**config.mk**
```make
export PLATFORM = sky130hd
export DESIGN_NAME = abbreviation_word_filter
export DESIGN_NICKNAME = d
export VERILOG_FILES = /design/src/rtl/awf_pkg.sv /design/src/rtl/awf_front.sv /design/src/rtl/awf_queue.sv /design/src/rtl/awf_back.sv /design/src/rtl/abbreviation_word_filter.sv
export SDC_FILE = /design/constraint.sdc
export NUM_CORES = 1
export LEC_CHECK = 0
export BUFFER_PORTS_ARGS = -buffer_cell sky130_fd_sc_hd__buf_2
export CAP_MARGIN = 20
export CORE_UTILIZATION = 45
export CTS_CLUSTER_SIZE = 40
export DETAILED_ROUTE_END_ITERATION = 8
export SYNTH_ARGS = -nofsm -noshare
export SYNTH_HDL_FRONTEND = slang
export SYNTH_SLANG_ARGS = --single-unit
```
**constraint.sdc**
```tcl
create_clock -name i_clk -period 7.7 [get_ports i_clk]
set_input_delay 0.77 -clock i_clk [delete_from_list [all_inputs] [get_ports i_clk]]
set_output_delay 0.77 -clock i_clk [all_outputs]
set_load 0.005 [all_outputs]
```
**src/rtl/awf_pkg.sv**
```systemverilog
// ----------------------------------------------------------------------------
// awf_pkg
// Shared types and constants of the abbreviation word filter.
// ----------------------------------------------------------------------------
package awf_pkg;

    localparam int MAX_WORD_DEF = 64;
    localparam int QUEUE_DEPTH  = 2;
    localparam int CFG_IDX_W    = 4;
    localparam int CFG_DATA_W   = 64;
    localparam int MASK_W       = 64;

    localparam logic [CFG_IDX_W-1:0] REG_UPPER_0 = 4'd0;
    localparam logic [CFG_IDX_W-1:0] REG_UPPER_1 = 4'd1;
    localparam logic [CFG_IDX_W-1:0] REG_UPPER_2 = 4'd2;
    localparam logic [CFG_IDX_W-1:0] REG_UPPER_3 = 4'd3;
    localparam logic [CFG_IDX_W-1:0] REG_LOWER_0 = 4'd4;
    localparam logic [CFG_IDX_W-1:0] REG_LOWER_1 = 4'd5;
    localparam logic [CFG_IDX_W-1:0] REG_LOWER_2 = 4'd6;
    localparam logic [CFG_IDX_W-1:0] REG_LOWER_3 = 4'd7;

    typedef struct packed {
        logic [7:0] data;
        logic       letter;
        logic       upper;
    } t_token;

    typedef enum logic {
        ST_GATHER,
        ST_EMIT
    } t_state;

    typedef struct packed {
        logic emitting;
        logic pop;
    } t_back_status;

endpackage

```
**src/rtl/awf_front.sv**
```systemverilog
// ----------------------------------------------------------------------------
// awf_front
// Holds the case masks and classifies each accepted byte into a token.
// ----------------------------------------------------------------------------
module awf_front
    import awf_pkg::*;
(
    input  logic                  i_clk,
    input  logic                  i_rst_n,
    input  logic                  i_cfg_we,
    input  logic [CFG_IDX_W-1:0]  i_cfg_index,
    input  logic [CFG_DATA_W-1:0] i_cfg_data,
    input  logic                  i_in_valid,
    input  logic [7:0]            i_in_byte,
    input  logic                  i_q_full,
    output logic                  o_push,
    output t_token                o_token
);

    logic [MASK_W-1:0] r_upper [4];
    logic [MASK_W-1:0] r_lower [4];
    logic              up_bit;
    logic              low_bit;

    always_ff @(posedge i_clk) begin
        if (!i_rst_n) begin
            for (int k = 0; k < 4; k++) begin
                r_upper[k] <= '0;
                r_lower[k] <= '0;
            end
        end else if (i_cfg_we) begin
            case (i_cfg_index)
                REG_UPPER_0: r_upper[0] <= i_cfg_data;
                REG_UPPER_1: r_upper[1] <= i_cfg_data;
                REG_UPPER_2: r_upper[2] <= i_cfg_data;
                REG_UPPER_3: r_upper[3] <= i_cfg_data;
                REG_LOWER_0: r_lower[0] <= i_cfg_data;
                REG_LOWER_1: r_lower[1] <= i_cfg_data;
                REG_LOWER_2: r_lower[2] <= i_cfg_data;
                REG_LOWER_3: r_lower[3] <= i_cfg_data;
                default: begin
                end
            endcase
        end
    end

    assign up_bit  = r_upper[i_in_byte[7:6]][i_in_byte[5:0]];
    assign low_bit = r_lower[i_in_byte[7:6]][i_in_byte[5:0]];

    assign o_push         = i_in_valid && !i_q_full;
    assign o_token.data   = i_in_byte;
    assign o_token.letter = up_bit || low_bit;
    assign o_token.upper  = up_bit;

endmodule

```
**src/rtl/awf_queue.sv**
```systemverilog
// ----------------------------------------------------------------------------
// awf_queue
// Short token queue between the classifying front and the word back end.
// ----------------------------------------------------------------------------
module awf_queue
    import awf_pkg::*;
(
    input  logic   i_clk,
    input  logic   i_rst_n,
    input  logic   i_push,
    input  t_token i_token,
    input  logic   i_pop,
    output logic   o_valid,
    output logic   o_full,
    output t_token o_token,
    output logic [$clog2(QUEUE_DEPTH+1)-1:0] o_count
);

    localparam int PW = (QUEUE_DEPTH > 1) ? $clog2(QUEUE_DEPTH) : 1;
    localparam int CW = $clog2(QUEUE_DEPTH + 1);

    t_token          r_slot [QUEUE_DEPTH];
    logic [PW-1:0]   r_wr_ptr;
    logic [PW-1:0]   r_rd_ptr;
    logic [CW-1:0]   r_count;
    logic            do_push;
    logic            do_pop;

    assign o_valid = (r_count != '0);
    assign o_full  = (r_count == CW'(QUEUE_DEPTH));
    assign o_token = r_slot[r_rd_ptr];
    assign o_count = r_count;
    assign do_push = i_push && !o_full;
    assign do_pop  = i_pop && o_valid;

    always_ff @(posedge i_clk) begin
        if (do_push) begin
            r_slot[r_wr_ptr] <= i_token;
        end
    end

    always_ff @(posedge i_clk) begin
        if (!i_rst_n) begin
            r_wr_ptr <= '0;
            r_rd_ptr <= '0;
            r_count  <= '0;
        end else begin
            if (do_push) begin
                r_wr_ptr <= (r_wr_ptr == PW'(QUEUE_DEPTH - 1)) ? '0 : r_wr_ptr + PW'(1);
            end
            if (do_pop) begin
                r_rd_ptr <= (r_rd_ptr == PW'(QUEUE_DEPTH - 1)) ? '0 : r_rd_ptr + PW'(1);
            end
            if (do_push && !do_pop) begin
                r_count <= r_count + CW'(1);
            end else if (do_pop && !do_push) begin
                r_count <= r_count - CW'(1);
            end
        end
    end

endmodule

```
**src/rtl/awf_back.sv**
```systemverilog
// ----------------------------------------------------------------------------
// awf_back
// Gathers letter tokens into the word store, applies the abbreviation rule
// at a delimiter and walks the store out through the output register.
// ----------------------------------------------------------------------------
module awf_back
    import awf_pkg::*;
#(
    parameter int MAX_WORD = MAX_WORD_DEF
)
(
    input  logic         i_clk,
    input  logic         i_rst_n,
    input  logic         i_q_valid,
    input  t_token       i_token,
    input  logic         i_out_stall,
    output logic         o_out_valid,
    output logic [7:0]   o_out_byte,
    output logic         o_word_end,
    output t_back_status o_status
);

    localparam int IW = $clog2(MAX_WORD);
    localparam int LW = $clog2(MAX_WORD + 1);
    localparam logic [LW-1:0] MAX_LEN = LW'(MAX_WORD);

    logic [7:0]    r_mem [MAX_WORD];
    t_state        r_state;
    t_state        n_state;
    logic [LW-1:0] r_len;
    logic [LW-1:0] r_ups;
    logic          r_over;
    logic [IW-1:0] r_idx;
    logic          r_rd_valid;
    logic [7:0]    r_rd_data;
    logic          r_rd_last;
    logic          r_out_valid;
    logic [7:0]    r_out_byte;
    logic          r_word_end;

    logic          pop;
    logic          issue;
    logic          move;
    logic          passes;
    logic          rule;
    logic          last;

    always_comb begin
        if (r_len <= LW'(4)) begin
            rule = (r_ups == r_len);
        end else begin
            rule = ({1'b0, r_ups} + (LW+1)'(2)) >= {1'b0, r_len};
        end
    end

    assign passes = !r_over && (r_len > LW'(1)) && rule;
    assign last   = ((LW'(r_idx) + LW'(1)) == r_len);
    assign move   = r_rd_valid && (!r_out_valid || !i_out_stall);

    always_comb begin
        n_state = r_state;
        case (r_state)
            ST_GATHER: begin
                if (pop && !i_token.letter && passes) begin
                    n_state = ST_EMIT;
                end
            end
            ST_EMIT: begin
                if (issue && last) begin
                    n_state = ST_GATHER;
                end
            end
            default: n_state = ST_GATHER;
        endcase
    end

    always_comb begin
        pop   = 1'b0;
        issue = 1'b0;
        case (r_state)
            ST_GATHER: pop   = i_q_valid;
            ST_EMIT:   issue = !r_rd_valid || move;
            default: begin
            end
        endcase
    end

    always_ff @(posedge i_clk) begin
        if (pop && i_token.letter && (r_len < MAX_LEN)) begin
            r_mem[r_len[IW-1:0]] <= i_token.data;
        end
        if (issue) begin
            r_rd_data <= r_mem[r_idx];
            r_rd_last <= last;
        end
        if (move) begin
            r_out_byte <= r_rd_data;
            r_word_end <= r_rd_last;
        end
    end

    always_ff @(posedge i_clk) begin
        if (!i_rst_n) begin
            r_state     <= ST_GATHER;
            r_len       <= '0;
            r_ups       <= '0;
            r_over      <= 1'b0;
            r_idx       <= '0;
            r_rd_valid  <= 1'b0;
            r_out_valid <= 1'b0;
        end else begin
            r_state     <= n_state;
            r_rd_valid  <= issue || (r_rd_valid && !move);
            r_out_valid <= move || (r_out_valid && i_out_stall);
            if (pop) begin
                if (i_token.letter) begin
                    if (r_len < MAX_LEN) begin
                        r_len <= r_len + LW'(1);
                        if (i_token.upper) begin
                            r_ups <= r_ups + LW'(1);
                        end
                    end else begin
                        r_over <= 1'b1;
                    end
                end else if (!passes) begin
                    r_len  <= '0;
                    r_ups  <= '0;
                    r_over <= 1'b0;
                end
            end
            if (issue) begin
                if (last) begin
                    r_idx  <= '0;
                    r_len  <= '0;
                    r_ups  <= '0;
                    r_over <= 1'b0;
                end else begin
                    r_idx <= r_idx + IW'(1);
                end
            end
        end
    end

    assign o_out_valid       = r_out_valid;
    assign o_out_byte        = r_out_byte;
    assign o_word_end        = r_word_end;
    assign o_status.emitting = (r_state == ST_EMIT);
    assign o_status.pop      = pop;

endmodule

```
**src/rtl/abbreviation_word_filter.sv**
```systemverilog
// ----------------------------------------------------------------------------
// abbreviation_word_filter
// Classifies text bytes with configurable case masks and passes on only the
// words that look like abbreviations, one byte per item.
// ----------------------------------------------------------------------------
//   channel | direction | handshake               | payload
//   input   | in        | i_in_valid / o_in_stall | i_in_byte
//   output  | out       | o_out_valid/i_out_stall | o_out_byte, o_word_end
//   config  | in        | i_cfg_we                | i_cfg_index, i_cfg_data
//
// Bytes are taken one per cycle while the back end gathers a word.
// An accepted word holds the back end while its store is read out, one
// store read per cycle unless the output stalls; the two-entry token queue
// absorbs input meanwhile, then stalls it.
// Reset is synchronous and clears all masks, counters and queue state.
// A stalled output holds its byte while the read pipeline waits behind it.
// ----------------------------------------------------------------------------
module abbreviation_word_filter
    import awf_pkg::*;
#(
    parameter int MAX_WORD = MAX_WORD_DEF
)
(
    input  logic                  i_clk,
    input  logic                  i_rst_n,
    input  logic                  i_cfg_we,
    input  logic [CFG_IDX_W-1:0]  i_cfg_index,
    input  logic [CFG_DATA_W-1:0] i_cfg_data,
    input  logic                  i_in_valid,
    output logic                  o_in_stall,
    input  logic [7:0]            i_in_byte,
    output logic                  o_out_valid,
    input  logic                  i_out_stall,
    output logic [7:0]            o_out_byte,
    output logic                  o_word_end
);

    logic         push;
    t_token       front_token;
    logic         q_valid;
    logic         q_full;
    t_token       q_token;
    logic [$clog2(QUEUE_DEPTH+1)-1:0] q_count;
    t_back_status back_status;

    assign o_in_stall = q_full;

    awf_front u_front (
        .i_clk       (i_clk),
        .i_rst_n     (i_rst_n),
        .i_cfg_we    (i_cfg_we),
        .i_cfg_index (i_cfg_index),
        .i_cfg_data  (i_cfg_data),
        .i_in_valid  (i_in_valid),
        .i_in_byte   (i_in_byte),
        .i_q_full    (q_full),
        .o_push      (push),
        .o_token     (front_token)
    );

    awf_queue u_queue (
        .i_clk   (i_clk),
        .i_rst_n (i_rst_n),
        .i_push  (push),
        .i_token (front_token),
        .i_pop   (back_status.pop),
        .o_valid (q_valid),
        .o_full  (q_full),
        .o_token (q_token),
        .o_count (q_count)
    );

    awf_back #(
        .MAX_WORD (MAX_WORD)
    ) u_back (
        .i_clk       (i_clk),
        .i_rst_n     (i_rst_n),
        .i_q_valid   (q_valid),
        .i_token     (q_token),
        .i_out_stall (i_out_stall),
        .o_out_valid (o_out_valid),
        .o_out_byte  (o_out_byte),
        .o_word_end  (o_word_end),
        .o_status    (back_status)
    );

    a_queue_bound : assert property (@(posedge i_clk) disable iff (!i_rst_n)
        q_count <= ($clog2(QUEUE_DEPTH+1))'(QUEUE_DEPTH))
        else $error("token queue holds more than its depth");

    a_no_pop_while_emit : assert property (@(posedge i_clk) disable iff (!i_rst_n)
        !(back_status.emitting && back_status.pop))
        else $error("queue popped while a word is being emitted");

    a_reset_idle : assert property (@(posedge i_clk)
        !i_rst_n |=> !o_out_valid)
        else $error("output valid right after reset");

endmodule
```
* After elaboration in Yosys (flattened, before gate mapping)
Memories as Yosys holds them, arrays and structs flattened. A register that Yosys moved wholly into a read port is not among the register bits.
Index checks and enable logic that the tools add are counted.
** Operators by class
- Equal/unequal tests :: 10
- Add/subtract/negate cells :: 9
- Order comparisons :: 5
- Bitwise gates (word level) :: 9
- Multiplexer cells :: 81
- Reduce and logical (&&, ||, !) cells :: 32
** Operators with widths (count)
- 64-bit 2-to-1 mux :: 8
- 7-bit 2-to-1 mux :: 13
- 1-bit 2-to-1 mux :: 54
- 4-bit by 3-bit equality test with 1-bit output (second input constant) :: 4
- 1-bit logical AND :: 15
- 7-bit by 1-bit adder with 7-bit output (second input constant) :: 2
- 7-bit equality test :: 2
- 1-bit binary-select mux with 6-bit select :: 2
- 1-bit zero test :: 9
- 7-bit by 2-bit adder with 8-bit output (second input constant) :: 1
- 4-bit by 2-bit equality test with 1-bit output (second input constant) :: 2
- 8-bit by 7-bit greater-or-equal comparator with 1-bit output :: 1
- 1-bit OR :: 8
- 6-bit by 1-bit adder with 7-bit output (second input constant) :: 1
- 7-bit by 1-bit greater-than comparator with 1-bit output (second input constant) :: 1
- 7-bit by 3-bit less-or-equal comparator with 1-bit output (second input constant) :: 1
- 6-bit by 7-bit < comparator with 1-bit output (second input constant) :: 1
- 7-bit < comparator (second input constant) :: 1
- 6-bit by 1-bit adder with 6-bit output (second input constant) :: 1
- 6-bit 2-to-1 mux :: 1
- 1-bit logical OR :: 5
- 4-bit by 1-bit equality test with 1-bit output (second input constant) :: 1
- 4-bit zero test :: 1
- 2-bit 2-to-1 mux :: 2
- other kinds (7) :: 9
** Storage, ports and cells
- Word-level logic and storage cells :: 163
- Memories :: 4
- RAM bits :: 1044
- Register bits after elaboration :: 38
- Output and inout bits :: 11
- Input bits :: 81
** Memories
- u_back.r_mem :: words 64, bits a word 8, read ports 1, clocked after Yosys merged registers in 1, wr ports 1, line awf_back.sv:27 : logic [7:0] r_mem [MAX_WORD];
- u_front.r_lower :: words 4, bits a word 64, read ports 1, clocked after Yosys merged registers in 0, wr ports 4, line awf_front.sv:21 : logic [MASK_W-1:0] r_lower [4];
- u_front.r_upper :: words 4, bits a word 64, read ports 1, clocked after Yosys merged registers in 0, wr ports 4, line awf_front.sv:20 : logic [MASK_W-1:0] r_upper [4];
- u_queue.r_slot :: words 2, bits a word 10, read ports 1, clocked after Yosys merged registers in 1, wr ports 1, line awf_queue.sv:22 : t_token r_slot [QUEUE_DEPTH];

* Depth between registers and ports, before layout
- Depth in word-level cells :: 9
- Depth in mapped cells :: 12
- Gate-level depth less buffers :: 11

* By module
From an unflattened synthesis, not the netlist that was laid out.
** Second synthesis, totals
- Cells, all modules :: 2615
- Area, all modules :: 46265.6 um^2
** By module, submodules not included
- awf_front :: sequential area each 15374.7 um^2, cells an instance 1441, area an instance 23256.1 um^2, instances 1
- awf_back :: sequential area each 16395.7 um^2, cells an instance 1117, area an instance 22061.2 um^2, instances 1
- awf_queue :: sequential area each 700.7 um^2, cells an instance 57, area an instance 948.4 um^2, instances 1

* Worst setup path after synthesis
OpenSTA, ideal clock, no wires.
- Kind :: input to register
- Start :: input port i_cfg_index[3]
- End :: memory u_front.r_upper[0][0] (enable)
- Path buffers :: 0
- Setup slack :: 1.329 ns
- Arrival time :: 5.797 ns
- Cell stages on the path :: 3
- Setup time :: 0.574 ns
- Required time :: 7.126 ns
- Cells stage by stage :: nand2b_1 -> or3_1 -> o21ai_0
** RTL lines
- start: declaration :: line abbreviation_word_filter.sv:27 : input logic [CFG_IDX_W-1:0] i_cfg_index,
- end: declaration :: line awf_front.sv:20

==> results.md <==
* Status: finished, final reports clean
* Internal power at 10.4 mW
* Clk slew on worst S/H paths at 0.06 ns
* Slew HR at 22.7%
* Req. time, crit path at 8.00 ns
* Reg-to-reg endpoint: u_back.r_mem[39][2]
* Count of pins over their slew limit at 0
* Max-cap viol count at 0
* Leak at 16.7 nW
* Clk_lat worst skew at 0.69 ns
* Num CTS Buffers at 110
* H-tree lvl count at 3
* Clock buffer depth at 3
* First-pass DRT Iterations at 5
* Crit Path Class: reg -> reg
* F_max at 0.265 GHz
* Crit. End Element: flop
* Crit path DAT at 4.07 ns
* Routed wl met3 at 5.92 mm
* Asr flop ratio synth at 0%
* DR vias at 23127
* First-pass GRT wire length at 162 mm
* Postcts setup bufs at 0
* I/O pin total at 92
* Vias in the first global route at 24200
* DRT met1 WL at 45.4 mm
* Setup slack, reg-to-reg at 3.92 ns
* Switching share of power at 23.2%
* Worst vdd ir at 187 uV
* Actual slew at the worst max-slew pin at 1.16 ns
* PwrDens at 263 nW/um^2
* Syn Inst Count at 2509
* Via density at 5.70
* CTS Root Cell: clkbuf_16
* Comb pwr share at 9.4%
* Cell Rows at 116
* Crit path max fanout at 10
* Initial core utilization at 45.7%
* Count of final hold-check violations at 0
* Post-synthesis cell area at 46000 um^2
* Core area at 101000 um^2
* Clk_skew at 0.0211 ns
* Synthesis Warnings at 0
* Die ar. at 103000 um^2
* Uppermost routed layer: met5
* Final period utilization at 49.0%
* Sw power at 3.13 mW
* Die X at 322 um
* Sequential area share after synthesis at 70.7%
* Crit start category: flop
* Largest net degree at the start of global routing at 76
* Layout net count at 2702
* CTS tree: built
* Ys flop type: edfxtp_1
* Detail Route Antenna Nets at 0
* DR WL/cell at 26.8 um
* Mapped Avg Cell Area at 18.3 um^2
* EDFF count, synth at 1062
* Port bufs at 91
* Fraction of layout cells with a size suffix above 1 at 23.4%
* Syn_nets at 2604
* Count of final setup violators at 0
* TNS Setup at 0 ns
* Overall routing resource usage at 21.3%
* Synthesized flop and latch total at 1091
* Min Tclk post-route at 3.78 ns
* Grt ovf at 0
* CTS sink count at 1091
* RSZ-0062 raised after global routing: false
* DRT iter0 DRCs at 2076
* Design Power at 13.5 mW
* Post-synth cell types at 63
* R2R cell count at 5
* Post-CTS sizing at 0
* Initial antenna violation count at 10
* Total detailed-routing wirelength at 109 mm
* Cell area after layout at 51500 um^2
* HP Class: in -> reg
* Hold buffer count at cts at 0
* DR DRC count at 0
* Die Y at 322 um
* Gpl congestion at 0.765
* DP Area at 47900 um^2
* Met2 Wirelength at 54.8 mm
* Worst setup path end: u_back.r_mem[39][2]
* Area growth syn-to-layout at 12.0%
* Post-DP HPWL at 62.7 mm
* Clock Power Share at 38.3%
* Sequential group share of total power at 52.4%
[registers in the layout (all words and copies together) (netlist names), 2 cells and up, named ones only]
name and count:
u_back.r_rd_data 8, u_back.r_mem 512, u_queue.o_count 2, u_back.r_len 7, u_front.r_lower 256, u_back.r_idx 6, u_queue.r_slot 20, u_back.o_out_byte 8
u_back.r_ups 7, u_front.r_upper 256
[power by group through the flow]
stage	sequential, mW	combinational (mW)	clock (mW)
floorplan	7.18	0.796	0
global placement	7.20	1.24	0
detailed placement	7.21	1.29	0
CTS	7.09	1.29	5.26
global route	7.11	1.36	5.47
finish	7.08	1.27	5.18
[worst max-delay path: stages (launching register included)]
cell and delay [ns]:
dfxtp_1 0.68, mux2i_1 0.36, nor2_1 0.36, and3_1 0.29, nand3_1 0.73, nor2_1 0.95
[synthesized netlist by cell type (16+ instances only)]
master / count / area (um^2)
nor3_1: 16 / 80.1
dfxtp_1: 29 / 581
buf_2: 20 / 100
edfxtp_1: 1062 / 31900
clkbuf_1: 104 / 390
mux4_2: 301 / 6780
inv_1: 21 / 78.8
nor2_1: 97 / 364
and2_1: 519 / 3250
o21ai_0: 16 / 80.1
nand2_1: 43 / 161
nand3_1: 22 / 110
mux2i_1: 33 / 330
a21oi_1: 31 / 155
[kinds of logic (layout without fill, tap and decap cells)]
family	after synthesis	in the layout	share of synthesized area [%]
flip-flops	1091	1091	70.7
AND/OR/NAND/NOR	752	752	9.44
multiplexers	348	348	15.8
buffers and inverters	170	358	1.60
AO/OA/AOI/OAI	113	113	1.68
XOR/XNOR	21	21	0.430
adder cells (fa/ha/maj)	14	14	0.381
other	0	1	0
[final cells by class]
cell class              instances  area [um^2]
fillers                      8084        49100
diodes                          1         2.50
inverters                      22         82.6
multi-input cells            1248        12900
well taps                    1357         1700
flip-flops and latches       1091        32500
repair buffers                134          847
clock inverters                55          408
clock buffers                 147         3070
[cells in the final DEF, fill, tap and decap left out, types with 14 or more instances in the layout]
cell type,count
clkbuf_1,25
clkinv_1,21
xnor2_1,14
a21oi_1,31
edfxtp_1,1062
mux4_2,301
clkinv_2,24
clkbuf_16,115
nor3_1,16
buf_2,89
and2_1,519
mux2i_1,33
mux2_2,14
dfxtp_1,26
nand3_1,22
inv_1,21
ha_1,14
nor2_1,89
buf_4,40
nand2_1,43
[through the flow]
stage,worst slack [ns],cells,hold WS [ns],utilization [%]
after CTS,3.66,4049,0.357,51.1
after global routing,3.70,4054,0.381,51.2
after detailed placement,3.36,3847,0.416,47.6
after global placement,3.39,3847,0.414,47.6
after floorplan,1.33,2509,0.400,-
final,3.92,4055,0.403,51.2
[routing by layer]
layer | vias up | track usage (%)
li1 | 10030 | -
met1 | 12245 | 28.7
met2 | 667 | 35.9
met3 | 175 | 3.77
met4 | 10 | 5.50
met5 | - | 0
[worst min-delay path by stage]
| stage | start | end | cells past startpoint |
|---|---|---|---|
| after floorplan | u_back.r_rd_data[0] | u_back.o_out_byte[0] | 0 |
| after global placement | u_back.r_rd_data[4] | u_back.o_out_byte[4] | 0 |
| after global routing | i_out_stall | u_back.o_out_valid | 3 |
| final | i_out_stall | u_back.o_out_valid | 3 |
| after detailed placement | u_back.r_rd_data[7] | u_back.o_out_byte[7] | 0 |
| after CTS | i_out_stall | u_back.o_out_valid | 3 |
No activity file was read; power rests on OpenSTA's default activity.
